`config.mk`:
```
export PLATFORM = sky130hd
export DESIGN_NAME = http_request_framer_core
export DESIGN_NICKNAME = d
export VERILOG_FILES = /design/src/hrf_pkg.sv /design/src/hrf_step.sv /design/src/http_request_framer_core.sv
export SDC_FILE = /design/constraint.sdc
export NUM_CORES = 1
export LEC_CHECK = 0
export BUFFER_PORTS_ARGS = -buffer_cell sky130_fd_sc_hd__buf_2
export CAP_MARGIN = 10
export CORE_MARGIN = 10
export CORE_UTILIZATION = 45
export CTS_BUF_LIST = sky130_fd_sc_hd__clkbuf_4
export DETAILED_ROUTE_END_ITERATION = 8
export GPL_TIMING_DRIVEN = 0
export MAX_ROUTING_LAYER = met4
export PLACE_DENSITY = 0.62
export SLEW_MARGIN = 5
export SYNTH_ARGS = -nofsm -noshare
export SYNTH_HDL_FRONTEND = slang
export SYNTH_SLANG_ARGS = --single-unit
```
`constraint.sdc`:
```
create_clock -name clk -period 7.05 [get_ports clk]
set_input_delay 1.0575 -clock clk [delete_from_list [all_inputs] [get_ports clk]]
set_output_delay 1.0575 -clock clk [all_outputs]
set_load 0.005 [all_outputs]
```
`src/hrf_pkg.sv`:
```
package hrf_pkg;

	localparam int LENGTH_BITS_DEF = 32;
	localparam int OUT_LEN_BITS    = 32;

	localparam logic [7:0] CH_CR    = 8'h0D;
	localparam logic [7:0] CH_LF    = 8'h0A;
	localparam logic [7:0] CH_COLON = 8'h3A;
	localparam logic [7:0] CH_SPACE = 8'h20;
	localparam logic [7:0] CH_ZERO  = 8'h30;
	localparam logic [7:0] CH_NINE  = 8'h39;

	localparam logic [4:0] GET_LEN  = 5'd4;
	localparam logic [4:0] POST_LEN = 5'd5;
	localparam logic [4:0] KEY_LEN  = 5'd14;
	localparam logic [4:0] COL_MAX  = 5'd31;

	typedef enum logic [2:0] {
		PH_WAIT = 3'd0,
		PH_REQ  = 3'd1,
		PH_HDR  = 3'd2,
		PH_BODY = 3'd3,
		PH_ERR  = 3'd4
	} phase_t;

	typedef enum logic [2:0] {
		KIND_REQ  = 3'd0,
		KIND_HDR  = 3'd1,
		KIND_TERM = 3'd2,
		KIND_BODY = 3'd3,
		KIND_DROP = 3'd4
	} kind_t;

	typedef enum logic [2:0] {
		ERR_NONE     = 3'd0,
		ERR_METHOD   = 3'd1,
		ERR_NO_LEN   = 3'd2,
		ERR_NO_COLON = 3'd3,
		ERR_BAD_LEN  = 3'd4
	} err_t;

	// framer control state (everything but the wide counters)
	typedef struct packed {
		phase_t      phase;
		logic        prev_cr;
		logic [4:0]  col;
		logic [1:0]  mm;       // bit 0 GET candidate, bit 1 POST candidate
		logic        key;
		logic        colon;
		logic        vstart;
		logic        lfound;
		logic        lbad;
		err_t        err;
	} ctl_t;

	localparam ctl_t CTL_RESET = '{
		phase:   PH_WAIT,
		prev_cr: 1'b0,
		col:     5'd0,
		mm:      2'b11,
		key:     1'b1,
		colon:   1'b0,
		vstart:  1'b0,
		lfound:  1'b0,
		lbad:    1'b0,
		err:     ERR_NONE
	};

	// per-word result flags
	typedef struct packed {
		kind_t kind;
		logic  hd;
		logic  me;
		err_t  err;
		logic  post;
	} res_t;

	function automatic logic [7:0] get_char(input logic [1:0] i);
		case (i)
			2'd0:    get_char = 8'h47; // G
			2'd1:    get_char = 8'h45; // E
			2'd2:    get_char = 8'h54; // T
			default: get_char = CH_SPACE;
		endcase
	endfunction

	function automatic logic [7:0] post_char(input logic [2:0] i);
		case (i)
			3'd0:    post_char = 8'h50; // P
			3'd1:    post_char = 8'h4F; // O
			3'd2:    post_char = 8'h53; // S
			3'd3:    post_char = 8'h54; // T
			3'd4:    post_char = CH_SPACE;
			default: post_char = 8'h00;
		endcase
	endfunction

	// "Content-Length"
	function automatic logic [7:0] key_char(input logic [3:0] i);
		case (i)
			4'd0:    key_char = 8'h43;
			4'd1:    key_char = 8'h6F;
			4'd2:    key_char = 8'h6E;
			4'd3:    key_char = 8'h74;
			4'd4:    key_char = 8'h65;
			4'd5:    key_char = 8'h6E;
			4'd6:    key_char = 8'h74;
			4'd7:    key_char = 8'h2D;
			4'd8:    key_char = 8'h4C;
			4'd9:    key_char = 8'h65;
			4'd10:   key_char = 8'h6E;
			4'd11:   key_char = 8'h67;
			4'd12:   key_char = 8'h74;
			4'd13:   key_char = 8'h68;
			default: key_char = 8'h00;
		endcase
	endfunction

endpackage

```
`src/hrf_step.sv`:
```
module hrf_step #(
	parameter int LENGTH_BITS = hrf_pkg::LENGTH_BITS_DEF
) (
	input  logic [7:0]                 data_byte,
	input  hrf_pkg::ctl_t              ctl_cur,
	input  logic [LENGTH_BITS-1:0]     acc_cur,
	input  logic [LENGTH_BITS-1:0]     rem_cur,
	output hrf_pkg::ctl_t              ctl_nxt,
	output logic [LENGTH_BITS-1:0]     acc_nxt,
	output logic [LENGTH_BITS-1:0]     rem_nxt,
	output hrf_pkg::res_t              res,
	output logic [hrf_pkg::OUT_LEN_BITS-1:0] blen
);

	typedef struct packed {
		hrf_pkg::ctl_t          ctl;
		logic [LENGTH_BITS-1:0] acc;
	} work_t;

	function automatic work_t clear_line(input work_t w);
		work_t r;
		r = w;
		r.ctl.col    = '0;
		r.ctl.key    = 1'b1;
		r.ctl.colon  = 1'b0;
		r.ctl.vstart = 1'b0;
		return r;
	endfunction

	function automatic work_t clear_request(input work_t w);
		work_t r;
		r = clear_line(w);
		r.ctl.mm     = 2'b11;
		r.acc        = '0;
		r.ctl.lfound = 1'b0;
		r.ctl.lbad   = 1'b0;
		return r;
	endfunction

	// one byte of line content (request line or header line)
	function automatic work_t content(input work_t w, input logic [7:0] c);
		work_t                  r;
		logic [4:0]             col;
		logic [7:0]             dig;
		logic [LENGTH_BITS+3:0] prod;
		r    = w;
		col  = w.ctl.col;
		dig  = c - hrf_pkg::CH_ZERO;
		prod = ({4'b0, w.acc} << 3) + ({4'b0, w.acc} << 1)
			+ {{LENGTH_BITS{1'b0}}, dig[3:0]};
		if (r.ctl.phase == hrf_pkg::PH_WAIT)
			r.ctl.phase = hrf_pkg::PH_REQ;
		if (r.ctl.phase == hrf_pkg::PH_REQ) begin
			if (col < hrf_pkg::GET_LEN && c != hrf_pkg::get_char(col[1:0]))
				r.ctl.mm[0] = 1'b0;
			if (col < hrf_pkg::POST_LEN && c != hrf_pkg::post_char(col[2:0]))
				r.ctl.mm[1] = 1'b0;
		end else if (!r.ctl.colon) begin
			if (c == hrf_pkg::CH_COLON) begin
				r.ctl.colon = 1'b1;
				if (r.ctl.key && col == hrf_pkg::KEY_LEN && !r.ctl.lfound) begin
					r.ctl.lfound = 1'b1;
					r.acc        = '0;
				end else begin
					r.ctl.key = 1'b0;
				end
			end else if (col >= hrf_pkg::KEY_LEN || c != hrf_pkg::key_char(col[3:0])) begin
				r.ctl.key = 1'b0;
			end
		end else if (r.ctl.key) begin
			if (r.ctl.vstart || c != hrf_pkg::CH_SPACE) begin
				r.ctl.vstart = 1'b1;
				if (c >= hrf_pkg::CH_ZERO && c <= hrf_pkg::CH_NINE) begin
					// acc*10+d overflows exactly when the top bits are nonzero
					if (prod[LENGTH_BITS+3:LENGTH_BITS] != 4'd0)
						r.ctl.lbad = 1'b1;
					else
						r.acc = prod[LENGTH_BITS-1:0];
				end else begin
					r.ctl.lbad = 1'b1;
				end
			end
		end
		if (col != hrf_pkg::COL_MAX)
			r.ctl.col = col + 5'd1;
		return r;
	endfunction

	work_t                              w;
	logic [LENGTH_BITS+hrf_pkg::OUT_LEN_BITS-1:0] blen_ext;

	always_comb begin
		w        = '{ctl: ctl_cur, acc: acc_cur};
		rem_nxt  = rem_cur;
		res      = '{kind: hrf_pkg::KIND_REQ, hd: 1'b0, me: 1'b0,
			err: hrf_pkg::ERR_NONE, post: 1'b0};
		blen_ext = '0;
		case (ctl_cur.phase)
			hrf_pkg::PH_ERR: begin
				res.kind = hrf_pkg::KIND_DROP;
			end
			hrf_pkg::PH_BODY: begin
				res.kind = hrf_pkg::KIND_BODY;
				res.post = w.ctl.mm[1];
				if (rem_cur[LENGTH_BITS-1:1] == '0) begin
					res.me      = 1'b1;
					w           = clear_request(w);
					w.ctl.phase = hrf_pkg::PH_WAIT;
					rem_nxt     = '0;
				end else begin
					rem_nxt = rem_cur - 1'b1;
				end
			end
			default: begin
				// a CR not followed by LF was line content after all
				if (w.ctl.prev_cr && data_byte != hrf_pkg::CH_LF) begin
					w.ctl.prev_cr = 1'b0;
					w             = content(w, hrf_pkg::CH_CR);
				end
				if (data_byte == hrf_pkg::CH_CR) begin
					w.ctl.prev_cr = 1'b1;
					res.kind      = hrf_pkg::KIND_TERM;
				end else if (data_byte == hrf_pkg::CH_LF && w.ctl.prev_cr) begin
					w.ctl.prev_cr = 1'b0;
					res.kind      = hrf_pkg::KIND_TERM;
					if (w.ctl.phase == hrf_pkg::PH_REQ) begin
						if (w.ctl.col < hrf_pkg::GET_LEN)
							w.ctl.mm[0] = 1'b0;
						if (w.ctl.col < hrf_pkg::POST_LEN)
							w.ctl.mm[1] = 1'b0;
						w.ctl.phase = hrf_pkg::PH_HDR;
						w           = clear_line(w);
					end else if (w.ctl.phase == hrf_pkg::PH_HDR) begin
						if (w.ctl.col == '0) begin
							// blank line: end of headers
							if (w.ctl.mm[0]) begin
								res.hd      = 1'b1;
								res.me      = 1'b1;
								w           = clear_request(w);
								w.ctl.phase = hrf_pkg::PH_WAIT;
								rem_nxt     = '0;
							end else if (w.ctl.mm[1]) begin
								if (!w.ctl.lfound) begin
									w.ctl.err   = hrf_pkg::ERR_NO_LEN;
									w.ctl.phase = hrf_pkg::PH_ERR;
								end else if (w.ctl.lbad) begin
									w.ctl.err   = hrf_pkg::ERR_BAD_LEN;
									w.ctl.phase = hrf_pkg::PH_ERR;
								end else begin
									res.hd   = 1'b1;
									res.post = 1'b1;
									blen_ext = {{hrf_pkg::OUT_LEN_BITS{1'b0}}, w.acc};
									if (w.acc == '0) begin
										res.me      = 1'b1;
										w           = clear_request(w);
										w.ctl.phase = hrf_pkg::PH_WAIT;
										rem_nxt     = '0;
									end else begin
										rem_nxt     = w.acc;
										w.ctl.phase = hrf_pkg::PH_BODY;
										w           = clear_line(w);
									end
								end
							end else begin
								w.ctl.err   = hrf_pkg::ERR_METHOD;
								w.ctl.phase = hrf_pkg::PH_ERR;
							end
						end else begin
							if (!w.ctl.colon) begin
								w.ctl.err   = hrf_pkg::ERR_NO_COLON;
								w.ctl.phase = hrf_pkg::PH_ERR;
							end else if (w.ctl.key && !w.ctl.vstart) begin
								w.ctl.lbad = 1'b1;
							end
							w = clear_line(w);
						end
					end
				end else begin
					w        = content(w, data_byte);
					res.kind = (w.ctl.phase == hrf_pkg::PH_REQ) ?
						hrf_pkg::KIND_REQ : hrf_pkg::KIND_HDR;
					if (w.ctl.phase == hrf_pkg::PH_HDR)
						res.post = w.ctl.mm[1];
				end
				if (res.kind == hrf_pkg::KIND_TERM && w.ctl.phase == hrf_pkg::PH_HDR
					&& !res.hd)
					res.post = w.ctl.mm[1];
			end
		endcase
		res.err = w.ctl.err;
		ctl_nxt = w.ctl;
		acc_nxt = w.acc;
		blen    = blen_ext[hrf_pkg::OUT_LEN_BITS-1:0];
	end

endmodule

```
`src/http_request_framer_core.sv`:
```
// Channel  Handshake            Payload
// -------  -------------------  ----------------------------------------------
// in       in_valid / in_ready  data_byte
// out      out_valid/out_ready  byte_kind, headers_done, message_end,
//                               error_code, body_length, is_post
//
// One result word per input word, through the input register and then the
// result register; one word per clock sustained while out_ready stays high.
// The framer state (line scan, length parse, body count) updates in the
// same cycle the staged byte moves into the result register.
// Reset clears the framer to "waiting for request line" and empties both
// stages. A stalled output holds both stages; in_ready drops only when
// both are full and out_ready is low.
module http_request_framer_core #(
	parameter int LENGTH_BITS = hrf_pkg::LENGTH_BITS_DEF
) (
	input  logic                              clk,
	input  logic                              arst_n,
	input  logic                              in_valid,
	output logic                              in_ready,
	input  logic [7:0]                        data_byte,
	output logic                              out_valid,
	input  logic                              out_ready,
	output logic [2:0]                        byte_kind,
	output logic                              headers_done,
	output logic                              message_end,
	output logic [2:0]                        error_code,
	output logic [hrf_pkg::OUT_LEN_BITS-1:0]  body_length,
	output logic                              is_post
);

	// input stage
	logic                               valid_s1;
	logic [7:0]                         data_s1;

	// framer state
	hrf_pkg::ctl_t                      ctl_q;
	logic [LENGTH_BITS-1:0]             acc_q;
	logic [LENGTH_BITS-1:0]             rem_q;

	// next state and result from the step logic
	hrf_pkg::ctl_t                      ctl_d;
	logic [LENGTH_BITS-1:0]             acc_d;
	logic [LENGTH_BITS-1:0]             rem_d;
	hrf_pkg::res_t                      res_d;
	logic [hrf_pkg::OUT_LEN_BITS-1:0]   blen_d;

	// result register
	logic                               out_valid_q;
	hrf_pkg::res_t                      res_q;
	logic [hrf_pkg::OUT_LEN_BITS-1:0]   blen_q;

	logic                               advance;

	// staged byte moves on when the result slot is free or being emptied
	assign advance  = valid_s1 && (!out_valid_q || out_ready);
	assign in_ready = !valid_s1 || !out_valid_q || out_ready;

	hrf_step #(
		.LENGTH_BITS(LENGTH_BITS)
	) u_step (
		.data_byte (data_s1),
		.ctl_cur   (ctl_q),
		.acc_cur   (acc_q),
		.rem_cur   (rem_q),
		.ctl_nxt   (ctl_d),
		.acc_nxt   (acc_d),
		.rem_nxt   (rem_d),
		.res       (res_d),
		.blen      (blen_d)
	);

	always_ff @(posedge clk or negedge arst_n) begin
		if (!arst_n) begin
			valid_s1    <= 1'b0;
			out_valid_q <= 1'b0;
			ctl_q       <= hrf_pkg::CTL_RESET;
			acc_q       <= '0;
			rem_q       <= '0;
		end else begin
			if (in_ready)
				valid_s1 <= in_valid;
			if (advance) begin
				out_valid_q <= 1'b1;
				ctl_q       <= ctl_d;
				acc_q       <= acc_d;
				rem_q       <= rem_d;
			end else if (out_ready) begin
				out_valid_q <= 1'b0;
			end
		end
	end

	// payload registers, no reset
	always_ff @(posedge clk) begin
		if (in_ready && in_valid)
			data_s1 <= data_byte;
		if (advance) begin
			res_q  <= res_d;
			blen_q <= blen_d;
		end
	end

	assign out_valid    = out_valid_q;
	assign byte_kind    = res_q.kind;
	assign headers_done = res_q.hd;
	assign message_end  = res_q.me;
	assign error_code   = res_q.err;
	assign body_length  = blen_q;
	assign is_post      = res_q.post;

endmodule

```
* Yosys cells after proc, flatten, opt, wreduce, memory -nomap -nowiden
Memory sizes are Yosys's and may differ from the RTL's.
Index checks and enable logic that the tools add are counted.
** Storage, ports and cells
- Memories kept :: 2
- Bits of input ports :: 12
- Flip-flop bits (word level) :: 134
- Word-level logic and storage cells :: 284
- Memory bits (read-only) :: 224
- Output and inout bits :: 43
** Memories
- (no name shown) :: depth 16, width 7, read ports 1, clocked after memory_dff 0, wr ports 0, RTL line hrf_pkg.sv:100 : case (i)
- (no name shown) :: depth 16, width 7, read ports 1, clocked after memory_dff 0, wr ports 0, RTL line hrf_pkg.sv:100
** Cells by class
- Magnitude comparators :: 8
- Reductions and logical operators :: 46
- Mux-type cells :: 155
- Add/subtract/negate cells :: 6
- Bitwise operators :: 7
- Equal/unequal tests :: 39
** Operators by type and width (count)
- $mux 32 :: 22
- $mux 51 :: 9
- $mux 8 :: 24
- $pmux 51 s2 :: 1
- $pmux 7 s5 :: 2
- $pmux 32 s2 :: 1
- $mux 3 :: 20
- $mux 50 :: 1
- $mux 1 :: 49
- $mux 47 :: 1
- $pmux 7 s3 :: 2
- $mux 13 :: 3
- $add 35x33->36 :: 1
- $add 36x4->36 :: 1
- $logic_not 32->1 :: 1
- $sub 32x1->32 const B :: 1
- $logic_not 31->1 :: 1
- $mux 2 :: 14
- $eq 3x2->1 const B :: 9
- $ne 4x8->1 const A :: 3
- $ne 8x8->1 :: 3
- $lt 5x3->1 const B :: 4
- $eq 8x4->1 const B :: 2
- $eq 3x1->1 const B :: 5
- other kinds (33) :: 81

* Longest topological paths before layout
- Depth after elaboration :: 39
- Gate-level depth with buffers :: 15
- Mapped depth without buffers :: 14

* Hierarchy
From an unflattened synthesis, not the netlist that was laid out.
** Unflattened totals
- Cells, all modules :: 1189
- Area, all modules :: 11174.5 um^2
** Modules (own cells, without submodules)
- hrf_step :: area an instance 6216.0 um^2, times used 1, cells an instance 956, seq. area each 0.0 um^2
- http_request_framer_core :: area an instance 4958.5 um^2, times used 1, cells an instance 233, seq. area each 3602.2 um^2

* Worst setup path before layout
Ideal clock, no wire load.
- Kind :: register to register
- Start :: register data_s1[0]
- End :: register acc_q[7]
- Path buffers :: 2
- Arrival time :: 4.074 ns
- Cell stages (with the launch flop) :: 13
- Required time :: 6.929 ns
- Path slack :: 2.855 ns
- Period minus slack after synthesis :: 4.195 ns
- Library setup time :: 0.121 ns
- Path through :: edfxtp_1 > buf_4 > or3b_2 > o311ai_2 > mux2i_1 > ha_1 > nor3b_4 > nand3b_1 > a221o_1 > or3_4 > a31o_4 > buf_6 > a22o_1
** Between the ends
- Word-level cells in the longest chain between the ends :: 14
- Elaborated cells on any way between the ends :: 46
- Classes of those cells :: 2 x add/sub; 2 x order compare; 9 x eq/ne; 24 x mux; 9 x reduce/logical
** RTL lines
- from (decl) :: RTL line http_request_framer_core.sv:34 : logic [7:0] data_s1;
- from (signal assigned) :: RTL line http_request_framer_core.sv:97 : data_s1 <= data_byte;
- parallel branches: the longest is 12 deep, another holds $add 36x4->36
- $mux 47 * :: RTL line hrf_step.sv:120 : if (data_byte == hrf_pkg::CH_CR) begin
- $pmux 51 s2 * :: RTL line hrf_step.sv:98 : case (ctl_cur.phase)
- to (signal assigned) :: RTL line http_request_framer_core.sv:78 : acc_q <= '0;
- to (signal assigned) :: RTL line http_request_framer_core.sv:86 : acc_q <= acc_d;
- to (decl) :: RTL line http_request_framer_core.sv:38 : logic [LENGTH_BITS-1:0] acc_q;
Every way passes the cells marked *. The select of a mux whose other input is x is not followed.
A chain may end at the register's enable or synchronous reset.

* Worst setup path after layout
- Start :: register data_s1[0]
- End :: register blen_q (netlist bit body_length[29]) (data pin)
** Between the ends
- Word-level cells in the longest chain between the ends :: 7
- Elaborated cells on any way between the ends :: 15
- Classes of those cells :: 5 x eq/ne; 2 x mux; 4 x bitwise; 4 x reduce/logical
** RTL lines
- $ne 8x4->1 :: RTL line hrf_step.sv:116 : if (w.ctl.prev_cr && data_byte != hrf_pkg::CH_LF) begin
- $logic_and 1x1->1 :: RTL line hrf_step.sv:116
- $mux 51 :: RTL line hrf_step.sv:116
- $mux 51 :: RTL line hrf_step.sv:98
- $eq 3x2->1, or another cell as far along :: RTL line hrf_step.sv:133 : end else if (w.ctl.phase == hrf_pkg::PH_HDR) begin
- $not 1->1 (no source line)
- $reduce_or 11->1 (no source line) *
- to (signal assigned) :: RTL line http_request_framer_core.sv:100 : blen_q <= blen_d;
- to (decl) :: RTL line http_request_framer_core.sv:51 : logic [hrf_pkg::OUT_LEN_BITS-1:0] blen_q;
Mark *: on every way between the ends. The rest lies on a longest branch, timed or not. The select of a mux whose other input is x is not followed.

==> results.cfg <==
[floorplan]
die_area_um2 = 27700
die_w_um = 166
std_cell_rows = 53
start_util = 0.458
die_y_um = 166
io_pins = 55
coreArea_um2 = 21000

[grt]
grt_max_degree = 63
grt_pass1_vias = 8357
antenna_found_initial = 1
grt_use_total = 0.202
overflow = 0
grt_pass1_wl_mm = 45.1

[final_layout]
layoutNonFillerInstCount = 1420
layout-drive-gt1-share = 0.115
nNetsFinal = 1220
final_cell_mix = o21ai_0, dfrtp_1, a21oi_1
syn_to_final_growth_pct = 10.5
layout_commonest_cell = o21ai_0

[critical_path]
reg2reg_depth = 10
cp_slowest_cell = nor3_1
critical-path-top-delay-family = simple AND/OR/NAND/NOR gates
critPathMaxStageDelay_ns = 1.08
crit_arrival_ns = 5.75
critPathLaunchType = flip-flop
cp-end-kind = flip-flop
crit_path_cell_trace = buf_4 -> or3b_2 -> o311ai_2 -> mux2i_1 -> ha_1 -> nor3b_4 -> nand2_1 -> nor3_1 -> clkbuf_1 -> and2_1
path_class = flip-flop to flip-flop
r2r-end = body_length[29]$_SDFFCE_PP0P_
worst-path-max-fanout = 10
cp_num_buf_inv = 2
worstPathRequired_ns = 7.49
r2r_setup_slack_ns = 1.74
worstReg2RegStart = data_s1[0]$_DFFE_PP_

[power]
p_leak_nw = 4.76
total_power_w = 0.00204
p_per_area_nw_per_um2 = 192
peakVddDrop_uv = 135

[flow_run]
cap_viol_max_count = 0

[sta]
setup_tns_ns = 0
setup_viol = 0
max_freq_ghz = 0.188
max-slew-margin-rel = 0.144
fin_skew_ns = 0.0197
timing.final.crit_share = 0.754
final_max_slew_viol_count = 0
hold_violations = 0
rsz0062_at_grt = no
hold_ws_ns = 0.386
worst_pin_slew_ns = 1.27
min_period_ns = 5.31

[synthesis]
synth-seq-cells = 134
synth_cell_types = 85
ys.flop_type = dfrtp_1
ys_seq_area_frac = 0.374
avgSynthCellArea_um2 = 9.12
async_flop_share = 0.634
synth_edf_count = 49
syn_area_um2 = 9630
syn_inst = 1056
synth_nets = 1145
synth_warnings = 0

[detailed_routing]
wl_per_cell_um = 19.7
finalWirelength_mm = 28.0
vias_per_cell = 6.10
drt_pass1_iterations = 6
drt_iter0_markers = 829
remaining_drc_errors = 0
num_vias = 8667
postRouteAntennaNets = 0

[clocking]
cts_resized = 0
cts-hold-fix-buffers = 0
htree_levels = 4
clock_latency_ns = 0.56
post_cts_buffers = 0
clock_sinks = 134
tritoncts = yes
clk_path_buf_depth = 2
cts_buffers = 17
clk_pin_slew_ns = 0.14
cts_root_buf = clkbuf_4

[run_status]
status = completed

[placed_design]
place_congestion = 0.992
io_buffers = 54
dp.cells = 1386
dp_hpwl_mm = 20.6

[hold_path]
hp-class = input port to async pin
## routing by layer
| metal | global-route usage | vias up | wire length, um |
|---|---|---|---|
| li1 | - | 4139 | - |
| met1 | 0.245 | 4194 | 12200 |
| met2 | 0.331 | 270 | 13600 |
| met3 | 0.0327 | 64 | 1250 |
| met4 | 0.0806 | 0 | 979 |
| met5 | - | - | 0 |
## state kept, by name, indices dropped and copies added, names as in the netlist
name / flops
data_s1: 8
acc_q: 32
headers_done: 1
error_code: 3
ctl_q: 19
valid_s1: 1
out_valid: 1
rem_q: 32
byte_kind: 3
body_length: 32
message_end: 1
is_post: 1
## where the power goes
part           internal [W]  switching (W)
Clock              0.000325       0.000328
Sequential         0.000850      0.0000227
Combinational      0.000175       0.000338
## kinds of logic after synthesis
group / count (synthesis) / share of synthesized area
AOI/OAI and AO/OA: 363 / 0.246
buffers and inverters: 98 / 0.0456
adders and majority gates: 77 / 0.102
xor gates and xnor gates: 39 / 0.0355
and+or+nand+nor: 336 / 0.187
DFF: 134 / 0.374
muxes: 9 / 0.0103
## metrics by stage
step	setup WS, ns	cell area (um^2)	util
finish	1.74	10600	0.506
global route	1.42	10600	0.506
CTS	1.79	10600	0.506
detailed placement	1.84	10300	0.489
global placement	1.86	10200	0.488
floorplan	2.86	9630	-
## worst max-delay path by stage
stage,endpoint,start,depth (start not counted)
floorplan,acc_q[7]$_DFFE_PN0P_,data_s1[0]$_DFFE_PP_,12
global placement,acc_q[29]$_DFFE_PN0P_,data_s1[0]$_DFFE_PP_,12
detailed placement,body_length[29]$_SDFFCE_PP0P_,data_s1[0]$_DFFE_PP_,10
CTS,body_length[29]$_SDFFCE_PP0P_,data_s1[0]$_DFFE_PP_,10
global route,body_length[29]$_SDFFCE_PP0P_,data_s1[3]$_DFFE_PP_,10
finish,body_length[29]$_SDFFCE_PP0P_,data_s1[0]$_DFFE_PP_,10
## synthesized netlist by cell type, drive strengths merged, types with 17 or more instances
cell	n	area [um^2]
xnor2	22	193
edfxtp	49	1470
xor2	17	149
a31oi	19	119
ha	75	938
inv	36	135
and2	38	238
a21oi	81	405
a22o	32	280
nor3	27	151
o21ai	107	536
clkbuf	47	179
dfrtp	82	2050
nor4	24	214
nor2	73	274
nand2	75	282
nand3	28	145
## worst register-to-register path, delay by kind of cell (launching register included)
kind	cells	cell delay, ns
simple gates	5	2.47
flops	1	0.38
mux	1	0.76
compound gates	1	0.67
buf+inv	2	0.56
fa+ha+maj	1	0.35
## cell type report
type | count | area, um^2
Clock inverter | 14 | 224
Clock buffer | 18 | 135
Timing Repair Buffer | 56 | 305
Inverter | 37 | 139
Fill cell | 2023 | 10400
Antenna cell | 1 | 2.50
Tap cell | 275 | 344
Buffer | 61 | 300
Sequential cell | 134 | 3600
Multi-Input combinational cell | 824 | 5590
No activity file was read; power rests on OpenSTA's default activity.
